==> src/design/fbc_pkg.sv <==
// ----------------------------------------------------------------------------
// fbc_pkg
// Shared widths and constants of the frame budget controller.
// ----------------------------------------------------------------------------
`default_nettype none

package fbc_pkg;

    localparam int PHASES  = 6;
    localparam int IDX_W   = 3;
    localparam int DUR_W   = 20;
    localparam int DEF_W   = 16;
    localparam int W_W     = 24;
    localparam int SUMW_W  = 27;
    localparam int TOT_W   = 23;
    localparam int DEFT_W  = 19;
    localparam int USED_W  = 20;
    localparam int TGT_W   = 17;
    localparam int STEP_W  = 16;
    localparam int LIM_W   = 16;
    localparam int BOOST_W = 26;
    localparam int CFG_W   = 20;
    localparam int CFG_IDX_W = 3;

    // shared divider: dividend and divisor widths
    localparam int DIV_DW = 50;
    localparam int DIV_VW = 24;

    // shared multiplier operand widths
    localparam int MUL_AW = 27;
    localparam int MUL_BW = 24;
    localparam int MUL_PW = MUL_AW + MUL_BW;

    localparam logic [W_W-1:0]     WEIGHT_FLOOR = 24'd6554;
    localparam logic [W_W-1:0]     WEIGHT_MAX   = 24'hFFFFFF;
    localparam logic [BOOST_W-1:0] BOOST_MAX    = 26'd42949673;
    localparam logic [BOOST_W-1:0] BOOST_MIN    = 26'd42950;
    localparam logic [USED_W-1:0]  USED_MAX     = 20'hFFFFF;
    localparam logic [SUMW_W-1:0]  SUMW_MIN     = 27'd656;
    localparam logic [TOT_W-1:0]   TOT_MIN      = 23'd10;

    // configuration register indexes
    localparam logic [CFG_IDX_W-1:0] REG_BUDGET = 3'd0;
    localparam logic [CFG_IDX_W-1:0] REG_TARGET = 3'd1;
    localparam logic [CFG_IDX_W-1:0] REG_BAND   = 3'd2;
    localparam logic [CFG_IDX_W-1:0] REG_STEP   = 3'd3;
    localparam logic [CFG_IDX_W-1:0] REG_PP_UP  = 3'd4;
    localparam logic [CFG_IDX_W-1:0] REG_SUB_UP = 3'd5;

endpackage

`default_nettype wire

==> src/design/fbc_mul.sv <==
// ----------------------------------------------------------------------------
// fbc_mul
// Shared multiplier with a registered product.
// ----------------------------------------------------------------------------
`default_nettype none

module fbc_mul
    import fbc_pkg::*;
(
    input  wire logic              clk,
    input  wire logic [MUL_AW-1:0] a,
    input  wire logic [MUL_BW-1:0] b,
    output logic      [MUL_PW-1:0] p
);

    logic [MUL_PW-1:0] p_reg;

    // product lands in the cycle after the operands
    always_ff @(posedge clk)
    begin
        p_reg <= MUL_PW'(a) * MUL_PW'(b);
    end

    assign p = p_reg;

endmodule

`default_nettype wire

==> config.mk <==
export PLATFORM = sky130hd
export DESIGN_NAME = fbc_mul
export DESIGN_NICKNAME = d
export VERILOG_FILES = /design/src/design/fbc_pkg.sv /design/src/design/fbc_mul.sv
export SDC_FILE = /design/constraint.sdc
export NUM_CORES = 2
export LEC_CHECK = 0
export BUFFER_PORTS_ARGS = -buffer_cell sky130_fd_sc_hd__buf_2
export CAP_MARGIN = 20
export CORE_ASPECT_RATIO = 0.8
export CORE_MARGIN = 10
export CORE_UTILIZATION = 39
export CTS_CLUSTER_DIAMETER = 30
export DETAILED_ROUTE_END_ITERATION = 8
export GPL_ROUTABILITY_DRIVEN = 0
export HOLD_SLACK_MARGIN = 0.15
export PLACE_DENSITY = 0.66
export SYNTH_ARGS = -nofsm -noshare
export SYNTH_HDL_FRONTEND = slang
export SYNTH_SLANG_ARGS = --single-unit
==> constraint.sdc <==
create_clock -name clk -period 16.25 [get_ports clk]
set_input_delay 0 -clock clk [delete_from_list [all_inputs] [get_ports clk]]
set_output_delay 0 -clock clk [all_outputs]
set_load 0.02 [all_outputs]
; ---- After elaboration in Yosys (flattened, before gate mapping)
; Cells that the tools add are included.
[totals]
inputBits = 52
latch_bits = 0
ram_bits = 0
out_inout_bits = 51
rom_bits = 0
reg_bits = 51
n_memories = 0
[classes]
n_mux = 0
n_eq_ne = 0
addsub = 0
mul = 1
n_div = 0
reduce_logical = 0
bitwise = 0
magnitude_cmp = 0
n_shift = 0
[op_table]
columns = cell, n
row1 = 27-bit by 24-bit multiplier with 51-bit output, 1

; ---- Logic depth before layout (Yosys ltp)
[logic_depth]
depth_word = 1
depth_mapped = 26
ltp_nobuf = 24

; ---- Least setup slack after synthesis
; No wires, ideal clock.
[synth_timing]
path_type = input-to-reg
startpoint = input b[3]
endpoint = register p_reg[48] (netlist: p[48])
t_arrival_ns = 6.014
setup_slack_ns = 10.105
t_required_ns = 16.119
stages = 25
n_path_buf = 3
cell_sequence = clkbuf_1 -> clkbuf_1 -> nand2_1 -> fa_1 -> inv_1 -> fa_1 -> inv_1 -> fa_1 -> fa_1 -> inv_1 -> fa_1 -> fa_1 -> inv_1 -> fa_1 -> inv_1 -> ha_1 -> clkbuf_1 -> a21oi_1 -> o21ai_0 -> a221o_1 -> a21oi_1 -> o211ai_1 -> a21oi_1 -> o31ai_1 -> xor2_1
[synth_via]
elab_chain_len = 1
[synth_rtl]
columns = element, line
row1 = from (decl), fbc_mul.sv:12  ; input wire logic [MUL_BW-1:0] b,
row2 = 27-bit by 24-bit multiplier with 51-bit output, fbc_mul.sv:21  ; p_reg <= MUL_PW'(a) * MUL_PW'(b);
row3 = to (signal assigned), fbc_mul.sv:21
row4 = to (decl), fbc_mul.sv:16  ; logic [MUL_PW-1:0] p_reg;
; Every way passes these cells.

; ---- Final worst setup path
[layout_timing]
startpoint = input b[3]
endpoint = register p_reg[41] (netlist: p[41])
; The elaborated chain is that of the path after synthesis.

==> flow_summary.html <==
<table>
<tr><th>Metric</th><th>Value</th></tr>
<tr><th colspan="2">Synthesis</th></tr>
<tr><td>Number of cells produced by synthesis</td><td>2483</td></tr>
<tr><td>Portion of the post-synthesis area used by sequential elements</td><td>4.592%</td></tr>
<tr><td>Main flop type after synthesis</td><td>sky130_fd_sc_hd__dfxtp_1</td></tr>
<tr><td>Yosys warns</td><td>0</td></tr>
<tr><td>Post-Synthesis Net Count</td><td>3260</td></tr>
<tr><td>Total standard cell area after synthesis</td><td>0.02223 mm2</td></tr>
<tr><td>Count of flip-flops with a built-in enable after synthesis</td><td>0</td></tr>
<tr><td>Leading post-synthesis cells by cell area</td><td>sky130_fd_sc_hd__fa_1 (49%), sky130_fd_sc_hd__inv_1 (10%), sky130_fd_sc_hd__ha_1 (10%), sky130_fd_sc_hd__and2_1 (9.8%), sky130_fd_sc_hd__nand2_1 (5.9%)</td></tr>
<tr><td>Cell taking the most area after synthesis</td><td>sky130_fd_sc_hd__fa_1</td></tr>
<tr><td>Distinct cell type count of the synthesized netlist</td><td>49</td></tr>
<tr><td>Share of flip-flops with an asynchronous set or reset</td><td>0%</td></tr>
<tr><td>Synthesis-stage register bit count</td><td>51</td></tr>
<tr><td>Per-instance average area after synthesis</td><td>8.954 um2</td></tr>
<tr><td>Top cell type's share of synthesized area</td><td>49.34%</td></tr>
<tr><th colspan="2">Layout</th></tr>
<tr><td>Share of cells above drive strength 1</td><td>4.980%</td></tr>
<tr><td>Number of filler instances in the final layout</td><td>5594</td></tr>
<tr><td>Area grow syn2layout</td><td>5.183%</td></tr>
<tr><td>Multi-input combinational cell area</td><td>0.01843 mm2</td></tr>
<tr><td>Number of non-filler instances in the completed layout</td><td>3230</td></tr>
<tr><td>Number of flip-flops in the largest register</td><td>51</td></tr>
<tr><td>Storage cell area</td><td>0.001021 mm2</td></tr>
<tr><td>Post-Layout Inst Area</td><td>0.02338 mm2</td></tr>
<tr><td>Number of nets in the finished design</td><td>3246</td></tr>
<tr><td>Antenna diodes</td><td>0</td></tr>
<tr><th colspan="2">GRT</th></tr>
<tr><td>Total Routing Usage GR</td><td>18.31%</td></tr>
<tr><td>Global-route wire length before repair</td><td>97950 um</td></tr>
<tr><td>Number of antenna violations at the first check in global routing</td><td>0</td></tr>
<tr><td>Remaining global-route overflow</td><td>0</td></tr>
<tr><td>Number of global-route vias before repair</td><td>17750</td></tr>
<tr><td>Largest net degree at the start of global routing</td><td>28</td></tr>
<tr><th colspan="2">Run</th></tr>
<tr><td>Number of max-cap violations</td><td>0</td></tr>
<tr><th colspan="2">Routing</th></tr>
<tr><td>Detailed Routing Iterations Pass 1</td><td>5</td></tr>
<tr><td>Via total after detailed routing</td><td>16140</td></tr>
<tr><td>Wire length per cell</td><td>18.11 um</td></tr>
<tr><td>Drt first-iter violations</td><td>1171</td></tr>
<tr><td>Residual DRC</td><td>0</td></tr>
<tr><td>Mean number of vias per cell</td><td>4.997</td></tr>
<tr><td>Number of antenna-violating nets in the routed design</td><td>0</td></tr>
<tr><td>Routed Wire Length</td><td>58490 um</td></tr>
<tr><th colspan="2">STA</th></tr>
<tr><td>Maximum clock rate</td><td>151.3 MHz</td></tr>
<tr><td>Post-layout min period</td><td>6.610 ns</td></tr>
<tr><td>Transition time at the pin with the least slew margin</td><td>0.6855 ns</td></tr>
<tr><td>Final count of pins violating max slew</td><td>0</td></tr>
<tr><td>Setup TNS after final layout</td><td>0 ns</td></tr>
<tr><td>Number of endpoints failing setup at the final stage</td><td>0</td></tr>
<tr><td>Count of endpoints failing hold in the final timing report</td><td>0</td></tr>
<tr><td>Unrepaired setup endpoints after global routing</td><td>no</td></tr>
<tr><td>Final clock period utilization by the worst path</td><td>40.68%</td></tr>
<tr><td>Rel. slew slack</td><td>54.30%</td></tr>
<tr><th colspan="2">Critical path</th></tr>
<tr><td>Bufs and invs on worst path</td><td>6</td></tr>
<tr><td>Sort of element at the start of the critical path</td><td>primary input</td></tr>
<tr><td>Crit path cell chain</td><td>buf_2, nand2_1, fa_1, inv_1, fa_1, inv_1, fa_1, fa_1, inv_1, fa_1, fa_1, inv_1, fa_1, inv_1, ha_1, nand2_1, nor4_1, a41oi_1, o21ai_1, a21oi_2, o2111a_1, a311oi_1</td></tr>
<tr><td>Kind of cell adding the most delay to the critical path</td><td>adder cells</td></tr>
<tr><td>Crit path capture type</td><td>flop</td></tr>
<tr><td>Crit path arrival time</td><td>6.81 ns</td></tr>
<tr><td>Slowest stage cell, crit path</td><td>sky130_fd_sc_hd__fa_1</td></tr>
<tr><td>Category of the critical setup timing path</td><td>in -&gt; reg</td></tr>
<tr><td>Largest driver fanout on the critical path</td><td>27</td></tr>
<tr><td>Crit-path most repeated cell</td><td>sky130_fd_sc_hd__fa_1</td></tr>
<tr><td>Largest stage delay, worst path</td><td>0.60 ns</td></tr>
<tr><td>WP data required</td><td>16.45 ns</td></tr>
<tr><th colspan="2">Floorplan</th></tr>
<tr><td>Starting utilization of the core area</td><td>39.28%</td></tr>
<tr><td>Area of the core</td><td>0.05660 mm2</td></tr>
<tr><td>Die Y-Extent</td><td>233.6 um</td></tr>
<tr><td>Number of placed I/O pins</td><td>103</td></tr>
<tr><td>Total Die Area</td><td>0.06702 mm2</td></tr>
<tr><td>Number of rows created at floorplan</td><td>78</td></tr>
<tr><td>Floorplan die width</td><td>286.9 um</td></tr>
<tr><th colspan="2">Clock tree</th></tr>
<tr><td>Clk sink count</td><td>51</td></tr>
<tr><td>Worst-path clk slew</td><td>0.08 ns</td></tr>
<tr><td>Root Buffer</td><td>sky130_fd_sc_hd__clkbuf_16</td></tr>
<tr><td>Hold-fix buffer count after cts</td><td>0</td></tr>
<tr><td>Maximum count of clock buffers along a single path</td><td>2</td></tr>
<tr><td>Number of buffers added for setup after CTS</td><td>0</td></tr>
<tr><td>Clock tree from TritonCTS</td><td>yes</td></tr>
<tr><td>CTS HTree Levels</td><td>2</td></tr>
<tr><td>CTS resizes</td><td>0</td></tr>
<tr><td>TritonCTS Buffers</td><td>5</td></tr>
<tr><th colspan="2">Placement</th></tr>
<tr><td>DP Cell Count</td><td>3222</td></tr>
<tr><td>Post-DP HPWL</td><td>48710 um</td></tr>
<tr><td>Post-detailed-placement cell area</td><td>0.02323 mm2</td></tr>
<tr><td>Input/output buffers</td><td>102</td></tr>
<tr><th colspan="2">Hold path</th></tr>
<tr><td>Hold Path Class</td><td>in -&gt; reg</td></tr>
<tr><th colspan="2">Status</th></tr>
<tr><td>Outcome</td><td>finished, final reports clean</td></tr>
</table>
==> path summary, 6_finish.rpt <==
path / cells past startpoint / startpoint / endpoint / slack (ns)
setup / recovery: 22 / b[3] / p[41] / 9.64
hold / removal: 2 / a[0] / p[0] / 0.21
==> metal layers <==
metal	GRT usage, %	up-vias	wire length (um)
li1	-	7133	-
met1	27.32	8263	27640
met2	27.12	691	24660
met3	3.943	54	5563
met4	3.072	0	622
met5	0	-	0
==> cell usage after synthesis (all sizes together), types with 18 or more instances <==
cell type    n
nand2      349
xor2        18
and2       347
xnor2       27
ha         177
nor2        25
clkbuf     122
dfxtp       51
a21oi       62
o21ai       34
fa         548
inv        619
==> logic make-up (layout without fill, tap and decap cells) <==
| kind of cell | count (synthesis) | after routing | share of synthesized area (%) |
|---|---|---|---|
| AO/OA/AOI/OAI | 156 | 156 | 4.508 |
| XOR/XNOR | 45 | 45 | 1.773 |
| adder cells (fa/ha/maj) | 725 | 725 | 59.31 |
| buffers and inverters | 742 | 729 | 12.53 |
| flip-flops | 51 | 51 | 4.592 |
| multiplexers | 2 | 2 | 0.09005 |
| AND/OR/NAND/NOR | 762 | 762 | 17.20 |
==> placed cells by master (no fill, tap or decap), drive strengths merged, types with 8 or more instances in the layout <==
master / Yosys / routed
a21o: 13 / 13
buf: 1 / 102
nand2: 349 / 349
a21oi: 62 / 62
inv: 619 / 620
o21a: 8 / 8
dfxtp: 51 / 51
o21ai: 34 / 34
and2: 347 / 347
nand4: 14 / 14
xor2: 18 / 18
fa: 548 / 548
o21bai: 8 / 8
xnor2: 27 / 27
ha: 177 / 177
nor2: 25 / 25
==> through the flow <==
stage          hold slack [ns]  worst slack [ns]  utilization (%)
3_5_place_dp            0.4179             9.412            41.04
5_1_grt                 0.2141             9.197            41.31
6_report                0.2095             9.640            41.31
2_1_floorplan           0.1217             10.11                -
4_1_cts                 0.1959             9.683            41.31
3_3_place_gp            0.4193             9.501            41.04
==> cell type report <==
cell class              instances  area share (%)
multi-input cells            1690           78.79
inverters                     619           9.936
flip-flops and latches         51           4.366
well taps                     760           4.066
repair buffers                102           2.183
clock buffers                   5          0.5350
clock inverters                 3          0.1231
Power is left out: the tool's default activity adds up to more than one toggle a clock period on the data nets, which glitch-free logic cannot reach.
