`config.mk`:
```
export PLATFORM = sky130hd
export DESIGN_NAME = fbc_div
export DESIGN_NICKNAME = d
export VERILOG_FILES = /design/src/design/fbc_pkg.sv /design/src/design/fbc_div.sv
export SDC_FILE = /design/constraint.sdc
export NUM_CORES = 1
export LEC_CHECK = 0
export BUFFER_PORTS_ARGS = -buffer_cell sky130_fd_sc_hd__buf_2
export CAP_MARGIN = 10
export CORE_AREA = 2 2 84 146
export DETAILED_ROUTE_END_ITERATION = 10
export DIE_AREA = 0 0 86 148
export GPL_TIMING_DRIVEN = 1
export PLACE_DENSITY = 0.8
export RECOVER_POWER = 100
export REMOVE_ABC_BUFFERS = 1
export SLEW_MARGIN = 30
export SYNTH_ARGS = -nofsm -noshare
export SYNTH_HDL_FRONTEND = slang
export SYNTH_SLANG_ARGS = --single-unit
```
`constraint.sdc`:
```
create_clock -name clk -period 3.61 [get_ports clk]
set_input_delay 0.1805 -clock clk [delete_from_list [all_inputs] [get_ports clk]]
set_output_delay 0.1805 -clock clk [all_outputs]
set_load 0.01 [all_outputs]
```
`src/design/fbc_pkg.sv`:
```
// ----------------------------------------------------------------------------
// fbc_pkg
// Shared widths and constants of the frame budget controller.
// ----------------------------------------------------------------------------
`default_nettype none

package fbc_pkg;

    localparam int PHASES  = 6;
    localparam int IDX_W   = 3;
    localparam int DUR_W   = 20;
    localparam int DEF_W   = 16;
    localparam int W_W     = 24;
    localparam int SUMW_W  = 27;
    localparam int TOT_W   = 23;
    localparam int DEFT_W  = 19;
    localparam int USED_W  = 20;
    localparam int TGT_W   = 17;
    localparam int STEP_W  = 16;
    localparam int LIM_W   = 16;
    localparam int BOOST_W = 26;
    localparam int CFG_W   = 20;
    localparam int CFG_IDX_W = 3;

    // shared divider: dividend and divisor widths
    localparam int DIV_DW = 50;
    localparam int DIV_VW = 24;

    // shared multiplier operand widths
    localparam int MUL_AW = 27;
    localparam int MUL_BW = 24;
    localparam int MUL_PW = MUL_AW + MUL_BW;

    localparam logic [W_W-1:0]     WEIGHT_FLOOR = 24'd6554;
    localparam logic [W_W-1:0]     WEIGHT_MAX   = 24'hFFFFFF;
    localparam logic [BOOST_W-1:0] BOOST_MAX    = 26'd42949673;
    localparam logic [BOOST_W-1:0] BOOST_MIN    = 26'd42950;
    localparam logic [USED_W-1:0]  USED_MAX     = 20'hFFFFF;
    localparam logic [SUMW_W-1:0]  SUMW_MIN     = 27'd656;
    localparam logic [TOT_W-1:0]   TOT_MIN      = 23'd10;

    // configuration register indexes
    localparam logic [CFG_IDX_W-1:0] REG_BUDGET = 3'd0;
    localparam logic [CFG_IDX_W-1:0] REG_TARGET = 3'd1;
    localparam logic [CFG_IDX_W-1:0] REG_BAND   = 3'd2;
    localparam logic [CFG_IDX_W-1:0] REG_STEP   = 3'd3;
    localparam logic [CFG_IDX_W-1:0] REG_PP_UP  = 3'd4;
    localparam logic [CFG_IDX_W-1:0] REG_SUB_UP = 3'd5;

endpackage

`default_nettype wire

```
`src/design/fbc_div.sv`:
```
// ----------------------------------------------------------------------------
// fbc_div
// Shared restoring divider, one quotient bit per cycle.
// ----------------------------------------------------------------------------
`default_nettype none

module fbc_div
    import fbc_pkg::*;
(
    input  wire logic              clk,
    input  wire logic              rst_n,
    input  wire logic              start,
    input  wire logic [DIV_DW-1:0] dividend,
    input  wire logic [DIV_VW-1:0] divisor,
    output logic                   done,
    output logic      [DIV_DW-1:0] quotient
);

    localparam int CNT_W = $clog2(DIV_DW + 1);

    logic              busy_reg;
    logic              done_reg;
    logic [CNT_W-1:0]  cnt_reg;
    logic [DIV_VW-1:0] rem_reg;
    logic [DIV_VW-1:0] dvs_reg;
    logic [DIV_DW-1:0] quo_reg;
    logic [DIV_VW:0]   trial;
    logic [DIV_VW:0]   diff;
    logic              fits;

    // one trial subtraction per cycle
    assign trial = {rem_reg, quo_reg[DIV_DW-1]};
    assign diff  = trial - {1'b0, dvs_reg};
    assign fits  = (trial >= {1'b0, dvs_reg});

    // control
    always_ff @(posedge clk or negedge rst_n)
    begin
        if (!rst_n)
        begin
            busy_reg <= 1'b0;
            done_reg <= 1'b0;
            cnt_reg  <= '0;
        end
        else
        begin
            done_reg <= 1'b0;
            if (start)
            begin
                busy_reg <= 1'b1;
                cnt_reg  <= CNT_W'(DIV_DW);
            end
            else if (busy_reg)
            begin
                cnt_reg <= cnt_reg - 1'b1;
                if (cnt_reg == CNT_W'(1))
                begin
                    busy_reg <= 1'b0;
                    done_reg <= 1'b1;
                end
            end
        end
    end

    // datapath: quotient bits shift into the dividend register
    always_ff @(posedge clk)
    begin
        if (start)
        begin
            rem_reg <= '0;
            dvs_reg <= divisor;
            quo_reg <= dividend;
        end
        else if (busy_reg)
        begin
            rem_reg <= fits ? diff[DIV_VW-1:0] : trial[DIV_VW-1:0];
            quo_reg <= {quo_reg[DIV_DW-2:0], fits};
        end
    end

    assign done     = done_reg;
    assign quotient = quo_reg;

endmodule

`default_nettype wire

```
Word-level counts from Yosys, hierarchy flattened --
Index checks and enable logic that the tools add are counted.
Operators by class: eq/ne operators 1, reductions and logical operators 1, order comparisons 1, muxes and demuxes 11, add/sub/neg operators 2
Operators by type and width (count):
- $mux W50 | 2
- $ge A25 B24 Y1 | 1
- $mux W24 | 1
- $sub A24 B24 Y24 | 1
- $mux W6 | 2
- $eq A6 B1 Y1 const B | 1
- $mux W1 | 6
- $sub A6 B1 Y6 const B | 1
- $reduce_bool A2 Y1 | 1
Word-level totals: bits of input ports 77, register bits 106

Longest topological paths before layout --
Gate-level depths: netlist of run 1.
depth after elaboration 4, mapped depth 13, depth with buffers taken out 11

Least setup slack after synthesis of run 1 --
OpenSTA, ideal clock, no wires.
kind register to register, start register quo_reg[49] (netlist: quotient[49]), end register rem_reg[0], slack 0.834 ns, stages on the path, launching flop included 12, buffers on the path 1, arrival time 2.691 ns, cell sequence edfxtp_1 > inv_1 > ha_1 > nand2b_1 > a211oi_2 > nor2_1 > o41a_4 > a211oi_4 > or3_1 > buf_6 > mux2_2 > a211oi_1
On the way: word-level cells in the longest chain between the ends 2, elaborated cells on any way between the ends 3, those cells by class add/sub (1); order compare (1); mux (1)
Ends and longest elaborated chain:
- from (decl) | RTL line fbc_div.sv:26 | logic [DIV_DW-1:0] quo_reg;
- from (signal assigned) | RTL line fbc_div.sv:72 | quo_reg <= dividend;
- from (signal assigned) | RTL line fbc_div.sv:77 | quo_reg <= {quo_reg[DIV_DW-2:0], fits};
- $sub A24 B24 Y24 / $ge A25 B24 Y1 (equally long branches) | RTL line fbc_div.sv:33, fbc_div.sv:34
- $mux W24 * | RTL line fbc_div.sv:76 | rem_reg <= fits ? diff[DIV_VW-1:0] : trial[DIV_VW-1:0];
- to (signal assigned) | RTL line fbc_div.sv:76
- to (decl) | RTL line fbc_div.sv:24 | logic [DIV_VW-1:0] rem_reg;
Mark *: on every way between the ends. The rest lies on a longest branch, timed or not. A chain may end at the register's enable or synchronous reset.

Worst setup path after layout of run 1 --
start register dvs_reg[2], end register rem_reg[19]
On the way: word-level cells in the longest chain between the ends 2, elaborated cells on any way between the ends 3, those cells by class add/sub (1); order compare (1); mux (1)
Ends and longest elaborated chain:
- from (decl) | RTL line fbc_div.sv:25 | logic [DIV_VW-1:0] dvs_reg;
- from (signal assigned) | RTL line fbc_div.sv:71 | dvs_reg <= divisor;
- $sub A24 B24 Y24 / $ge A25 B24 Y1 (equally long branches) | RTL line fbc_div.sv:33, fbc_div.sv:34
- $mux W24 * | RTL line fbc_div.sv:76
Marked as above.

==> results of run 1 <==
[worst reg2reg max path, cell delays in order, from the launching register on]
cell,delay [ns]
sky130_fd_sc_hd__edfxtp_1,0.35
sky130_fd_sc_hd__inv_1,0.06
sky130_fd_sc_hd__ha_1,0.35
sky130_fd_sc_hd__nor2_1,0.07
sky130_fd_sc_hd__a211oi_2,0.26
sky130_fd_sc_hd__nor2_1,0.12
sky130_fd_sc_hd__o41a_4,0.52
sky130_fd_sc_hd__a211oi_4,0.29
sky130_fd_sc_hd__or3_1,0.38
sky130_fd_sc_hd__clkbuf_1,0.38
sky130_fd_sc_hd__or2b_1,0.29
sky130_fd_sc_hd__o211ai_1,0.17
[per-stage QoR]
| stage | total power, mW | setup WS [ns] |
|---|---|---|
| CTS | 4.198 | 0.4115 |
| global route | 4.419 | 0.09405 |
| floorplan | 2.821 | 0.2794 |
| finish | 4.169 | 0.3100 |
| global placement | 3.183 | 0.5829 |
| detailed placement | 3.255 | 0.4238 |
[cell families after synthesis]
group	Yosys count	share of synthesized area, %
buffers and inverters	59	4.646
muxes	69	13.36
adders and majority gates	27	6.106
AOI/OAI and AO/OA	90	11.50
xor gates and xnor gates	22	3.407
and+or+nand+nor	114	9.646
DFF	106	51.33
[final timing paths]
path / endpoint / slack (ns)
worst max-delay path: rem_reg[19] / 0.31
worst min-delay path: dvs_reg[14] / 0.006
worst max register to register: rem_reg[19] / 0.31
worst min register to register: rem_reg[21] / 0.51
max in group asynchronous: busy_reg / 3.01
min in group asynchronous: cnt_reg[3] / 0.28
[final cells by class]
type	count	area, um^2	share of cell area (%)
clock buffers	10	229.0	3.453
clock inverters	6	51.30	0.7737
inverters	38	142.6	2.151
multi-input cells	322	2490	37.55
flip-flops and latches	106	2903	43.78
well taps	135	168.9	2.548
repair buffers	136	645.6	9.738
[power by group through the flow]
stage	sequential, mW	clock [mW]	combinational, mW
global placement	1.67	0	1.52
CTS	1.65	0.955	1.59
global route	1.68	0.999	1.74
detailed placement	1.67	0	1.58
floorplan	1.68	0	1.15
finish	1.66	0.946	1.57
[what timing repair did]
| action | CTS | global route |
|---|---|---|
| buffers inserted | 0 | 0 |
| hold endpoints to repair | 10 | 2 |
| resized for setup | 0 | 0 |
| hold buffers | 3 | 2 |
[per-layer routing]
layer	wire (um)	GRT usage (%)
met5	0	0
met3	776	5.639
met1	4558	21.28
met4	393	8.968
met2	6496	36.12
[placed cells by master, fill, tap and decap left out, types with 4 or more instances in the layout]
| cell | netlist | routed |
|---|---|---|
| sky130_fd_sc_hd__a211oi_1 | 19 | 19 |
| sky130_fd_sc_hd__xnor2_1 | 14 | 14 |
| sky130_fd_sc_hd__a21o_1 | 7 | 7 |
| sky130_fd_sc_hd__nand3_1 | 5 | 5 |
| sky130_fd_sc_hd__mux2_2 | 52 | 52 |
| sky130_fd_sc_hd__edfxtp_1 | 74 | 74 |
| sky130_fd_sc_hd__dfxtp_1 | 24 | 24 |
| sky130_fd_sc_hd__xor2_1 | 8 | 8 |
| sky130_fd_sc_hd__dfrtp_1 | 8 | 8 |
| sky130_fd_sc_hd__a21oi_1 | 20 | 20 |
| sky130_fd_sc_hd__inv_1 | 38 | 38 |
| sky130_fd_sc_hd__dlygate4sd3_1 | 0 | 5 |
| sky130_fd_sc_hd__nor2_1 | 46 | 46 |
| sky130_fd_sc_hd__nand2_1 | 23 | 23 |
| sky130_fd_sc_hd__o21ai_0 | 9 | 9 |
| sky130_fd_sc_hd__buf_2 | 1 | 74 |
| sky130_fd_sc_hd__and3_1 | 4 | 4 |
| sky130_fd_sc_hd__mux2i_1 | 17 | 17 |
| sky130_fd_sc_hd__ha_1 | 26 | 26 |
| sky130_fd_sc_hd__nand2b_1 | 7 | 7 |
| sky130_fd_sc_hd__a31oi_1 | 5 | 5 |
| sky130_fd_sc_hd__nor3_1 | 7 | 7 |
| sky130_fd_sc_hd__clkbuf_16 | 0 | 9 |
| sky130_fd_sc_hd__clkbuf_1 | 15 | 55 |
==> impl.org, run 1 <==
** Critical path
- STA classifies the critical path startpoint as a flip-flop.
- Number of gates on the worst path with buffers counted :: 11
- At the worst endpoint, the arrival time is 3.57 ns.
- Critical-path cell with the highest stage delay :: sky130_fd_sc_hd__o41a_4
- Worst setup EP type :: flip-flop
- Largest delay contributor family on the critical path :: compound AO/OA/AOI/OAI gates
- Crit-path most repeated cell :: sky130_fd_sc_hd__nor2_1
- On the worst path, the slowest cell contributes a delay of 0.52 ns.
- The critical path is of the reg2reg type.
- Combined buffer and inverter count along the critical path :: 2
- Depth of the worst register-to-register path :: 11
- Reg-to-reg startpoint :: dvs_reg[2]
- CP startpoint :: dvs_reg[2]
- Largest fanout on the critical path :: 9
- Required arrival time at the worst endpoint :: 3.88 ns
- Traced cell by cell, the critical path runs through inv_1, ha_1, nor2_1, a211oi_2, nor2_1, o41a_4, a211oi_4, or3_1, clkbuf_1, or2b_1, o211ai_1.

** Routing
- For this run, design rule violations remaining after detail routing come to 0.
- Routed via count :: 4207
- DRT Wirelength :: 12220 um
- First-pass iteration count of the detailed router :: 4
- WL/cell :: 16.23 um
- Violation count after the first detailed-routing iteration :: 170
- After detailed routing, the number of vias per cell comes to 5.587.
- Number of routed nets with antenna violations :: 0

** Timing
- The number of hold-slack violations in the final timing report was 0.
- For the pin with the worst max-slew slack, the measured transition is 2.662 ns.
- Total Neg Setup Slack :: 0 ns
- Worst Clk Skew :: 0.01155 ns
- Timing would allow up to 0.3030 GHz.
- Relative slew margins :: -77.46%
- The max-slew violation count is 108.
- The smallest clock period supported by the final layout is computed as 3.300 ns.
- Final number of setup-violating endpoints :: 0
- Final hold analysis gives a worst-case slack of 0.006257 ns.
- The worst path uses 91.41% of the clock period.
- Setup repair after global routing left no endpoint under its margin.

** Layout
- Layout cell share with drive strength beyond 1 :: 24.92%
- The repair_antennas step left the layout with diodes totalling 0.
- The count of cells in the finished layout, fillers not included, comes to 753.
- Fin util :: 57.57%
- In the final design database the tool counted 717 nets.
- Max reg flops :: 50
- Layout-stage area growth over the synthesis result :: 17.23%
- Fill cells in the final layout number 937.
- Design area :: 0.006630 mm^2

** Run status
- The checks that failed: capacitance limit, slew limit.
- Run status :: finished with violations

** Power and ir drop
- Cell internal power was estimated by the tool at 2.704 mW.
- Ratio of total power to cell area :: 628.8 mW/mm^2
- Combinational logic is responsible for 37.6% of the overall power.
- For this design the static power due to leakage is 2.770 nW.
- Worst-case vdd ir drop :: 0.3811 mV
- Per report_power, the clock group accounts for 22.7% of the total.
- Switching part of the total power :: 35.15%
- Sequential group share of total power :: 39.8%
- Net switching power figure :: 1.465 mW

** Die
- Overall die width :: 86 um
- The floorplan has 52 rows.
- For this configuration, the core starts out at a cell density of 49.11%.
- In this run the count of I/O pins placed on the die edge is 128.
- Die Area :: 0.01273 mm^2
- In this run the vertical extent of the chip is 148 um.
- Core box area :: 0.01152 mm^2

** Yosys
- The mapped netlist covers 0.005655 mm^2.
- Primary flip-flop cell chosen by synthesis mapping :: sky130_fd_sc_hd__edfxtp_1
- By area the synthesized netlist is led by sky130_fd_sc_hd__edfxtp_1, sky130_fd_sc_hd__mux2_2, sky130_fd_sc_hd__dfxtp_1, sky130_fd_sc_hd__ha_1, sky130_fd_sc_hd__dfrtp_1.
- Avg Cell Area, Syn :: 11.61 um^2
- Yosys warning count :: 0
- Summed over its instances, the top area cell type makes up 39.29% of the synthesized netlist area.
- sky130_fd_sc_hd__edfxtp_1 takes more of the synthesized area than any other cell.
- Sorting the synthesized cells by how often they occur yields sky130_fd_sc_hd__edfxtp_1, sky130_fd_sc_hd__mux2_2, sky130_fd_sc_hd__nor2_1.
- Sequential cell area fraction in the yosys report :: 51.33%
- Post-Syn Instances :: 487
- By instance count, the leading cell after synthesis is sky130_fd_sc_hd__edfxtp_1.
- Share of synthesized registers carrying an async set or reset :: 7.547%
- EDFF count, synth :: 74
- The netlist uses 59 different library cells.
- Synthesis inferred 106 register bits.

** Placed design
- Placed Instance Area :: 0.006372 mm^2
- Port buffering added 127 buffers.
- After detailed placement, the design holds a cell count of 732.
- The congestion estimate from routability-driven global placement came to 0.9068.
- Estimated wirelength of the detail-placed design :: 9105 um

** GRT
- The number of global-route vias before repair was 4473.
- The number of antenna violations at the first check in global routing was 0.
- Entering global routing, the biggest net connects 56 pins.
- Global-route wire length before repair :: 20360 um
- Total overflow reported by the global router :: 0
- Global routing used 20.07% of the available tracks.

** Hold path
- In this run the worst hold path is classified as in2reg.
- Counting instances, the worst hold path has a depth of 1.
- Critical hold path startpoint :: divisor[14]

** Clock network
- Worst-case clock buffer depth :: 2
- TritonCTS built the clock tree.
- The clock net in this run drives a total of 106 sinks.
- Worst-skew pair later-pin latency :: 0.35 ns
- CTS HTree Levels :: 3
- Clk pin slew, worst setup/hold paths :: 0.07 ns
- Clk root buf :: sky130_fd_sc_hd__clkbuf_16
- The number of clock buffers added by TritonCTS is 9.

** Job
- Number of maximum-capacitance violations :: 2
Power figures use the tool's default switching activity.
==> inputs of run 2 (changes only) <==
==> constraint.sdc (replaced) <==
create_clock -name clk -period 3.61 [get_ports clk]
set_input_delay 0.5415 -clock clk [delete_from_list [all_inputs] [get_ports clk]]
set_output_delay 0.5415 -clock clk [all_outputs]
set_load 0.01 [all_outputs]
==> impl.org, run 2 (synthesized netlist as in run 1, its figures left out) <==
** Timing
- Setup violations remaining at the end of the flow were counted as 0.
- The number of hold-slack violations in the final timing report is 0.
- Setup repair after global routing left no endpoint under its margin.
- Relative slew margins :: 7.612%
- Worst Hold Slack :: 0.08996 ns
- Number of slew-limit violations in the final report :: 0
- Highest attainable clock frequency :: 0.3088 GHz
- Worst Clk Skew :: 0.009620 ns
- Post-route setup slack :: 0.3721 ns
- Fin crit share :: 89.69%
- Least-Margin Pin Slew :: 1.386 ns
- After layout, the minimum clock period comes to 3.238 ns.
- In the final timing run, aggregate negative setup slack is 0 ns.

** Die
- Die extent in y :: 148 um
- The initialized floorplan defines 52 standard-cell rows.
- The initial utilization of the core area, before any placement, comes to 49.11%.
- Die Area :: 0.01273 mm^2
- 128 I/O pins were placed.
- In this run the horizontal extent of the chip is 86 um.
- Core box area :: 0.01152 mm^2

** Power and ir drop
- Registers are responsible for 39.7% of the overall power.
- Summing internal, switching and leakage power gives 4.164 mW.
- Total internal power :: 2.705 mW
- Switching part of the total power :: 35.05%
- Leak :: 2.765 nW
- Net switching power figure :: 1.460 mW
- Share of total power in combinational logic :: 37.3%
- Clock group share of total power :: 23.0%
- In this run the power density over the cells is 631.6 mW/mm^2.
- Worst-case vdd ir drop :: 0.4405 mV

** Critical path
- In this design, the largest share of critical-path delay is due to compound AO/OA/AOI/OAI gates.
- Series of cell instances along the critical path :: inv_1, ha_1, nor2_1, a211oi_2, nor2_1, o41a_4, a211oi_4, or3_1, clkbuf_1, or2b_1, o211ai_1
- Setup CP Type :: reg2reg
- Data on the critical path arrives at its endpoint at 3.52 ns.
- The largest single stage delay on the critical path is 0.52 ns.
- Worst setup EP type :: flip-flop
- Data on the critical path is required at its endpoint by 3.89 ns.
- Combined buffer and inverter count along the critical path :: 2
- Crit path launch type :: flip-flop
- Setup slack on the worst reg-to-reg path comes out at 0.37 ns.
- Crit-path most repeated cell :: sky130_fd_sc_hd__nor2_1
- Of all nets on the critical path, the largest fanout is 9.
- Critical-path cell with the highest stage delay :: sky130_fd_sc_hd__o41a_4

** Placed design
- Final GP Congestion :: 0.9071
- Pre-CTS worst setup slack :: 0.4681 ns
- The HPWL after detailed placement is 8980 um.
- In this run the cell area measured after placement is 0.006387 mm^2.
- Number of port buffers :: 127
- Number of placed instances, taps included :: 734

** GRT
- Global-route met2 utilization :: 34.96%
- The first global-routing pass estimated 20240 um of wire.
- Entering global routing, the biggest net connects 60 pins.
- Via count of the first global-routing pass :: 4352
- Global routing used 5.974% of the available met3 tracks.
- After global routing, the most crowded layer is met2.
- Total overflow reported by the global router :: 0
- Overall global routing resource usage :: 19.92%
- In the global route stage, met1 resource usage came out at 22.44%.
- Number of antenna violations at the first check in global routing :: 0

** Clock network
- Clk root buf :: sky130_fd_sc_hd__clkbuf_16
- Worst-case clock buffer depth :: 2
- Setup repair bufs after CTS :: 0
- CTS HTree Levels :: 3
- Worst-skew pair later-pin latency :: 0.35 ns
- TritonCTS clock tree :: done
- Number of gates given a new drive strength after cts :: 0
- Clock buffer count from CTS :: 9
- Clk pin slew, worst setup/hold paths :: 0.08 ns
- Number of hold buffers added after cts :: 0
- The tree built by TritonCTS fans out to 106 sinks.

** Job
- Number of maximum-capacitance violations :: 0

** Routing
- WL/cell :: 16.08 um
- Once detail routing completed, the nets flagged for antenna violations numbered 0.
- Violation count after the first detailed-routing iteration :: 241
- Across all layers, the routed design uses 4155 vias.
- DR vias/cell :: 5.540
- DRT Wirelength :: 12060 um
- First-pass iteration count of the detailed router :: 4
- For this run, design rule violations remaining after detail routing come to 0.

** Layout
- Number of antenna repair diodes :: 0
- Design area :: 0.006594 mm^2
- The net count of the finished layout is 714.
- Number of filler instances in the final layout :: 976
- Layout cell share with drive strength beyond 1 :: 25.37%
- Layout-stage area growth over the synthesis result :: 16.59%
- Commonest non-fill, non-tap cells in the layout :: sky130_fd_sc_hd__edfxtp_1, sky130_fd_sc_hd__buf_2, sky130_fd_sc_hd__clkbuf_1
- Fin util :: 57.26%
- Max reg flops :: 50
- Non-filler instance count after layout :: 750

** Hold path
- The tightest min-delay check is of the in2async type.

** Run status
- Run status :: finished, final reports clean
==> run 2: path summary, 6_finish.rpt <==
kind	from	endpoint	cells past startpoint
min	rst_n	done	1
max	dvs_reg[2]	rem_reg[19]	11
max reg2reg	dvs_reg[2]	rem_reg[19]	11
min in group clk	divisor[23]	dvs_reg[23]	1
max in group asynchronous	rst_n	cnt_reg[0]	1
min reg2reg	rem_reg[20]	rem_reg[20]	2
==> run 2: power by group through the flow <==
stage          sequential (mW)  clock (mW)  combinational (mW)
2_1_floorplan             1.68           0                1.15
5_1_grt                   1.68        1.02                1.72
4_1_cts                   1.65       0.973                1.57
3_3_place_gp              1.67           0                1.52
3_5_place_dp              1.67           0                1.57
6_report                  1.65       0.958                1.55
==> run 2: final cells by class <==
type	count	area, um^2	share of cell area [%]
Clock buffer	10	229.0	3.472
Tap cell	135	168.9	2.562
Timing Repair Buffer	133	603.1	9.146
Inverter	38	142.6	2.163
Sequential cell	106	2903	44.02
Clock inverter	6	57.56	0.8729
Multi-Input combinational cell	322	2490	37.76
==> run 2: metal layers <==
metal	vias to the layer above	part of all wire (%)
li1	2031	-
met1	1965	38
met2	135	53
met3	24	6.5
met4	0	2.2
met5	-	0
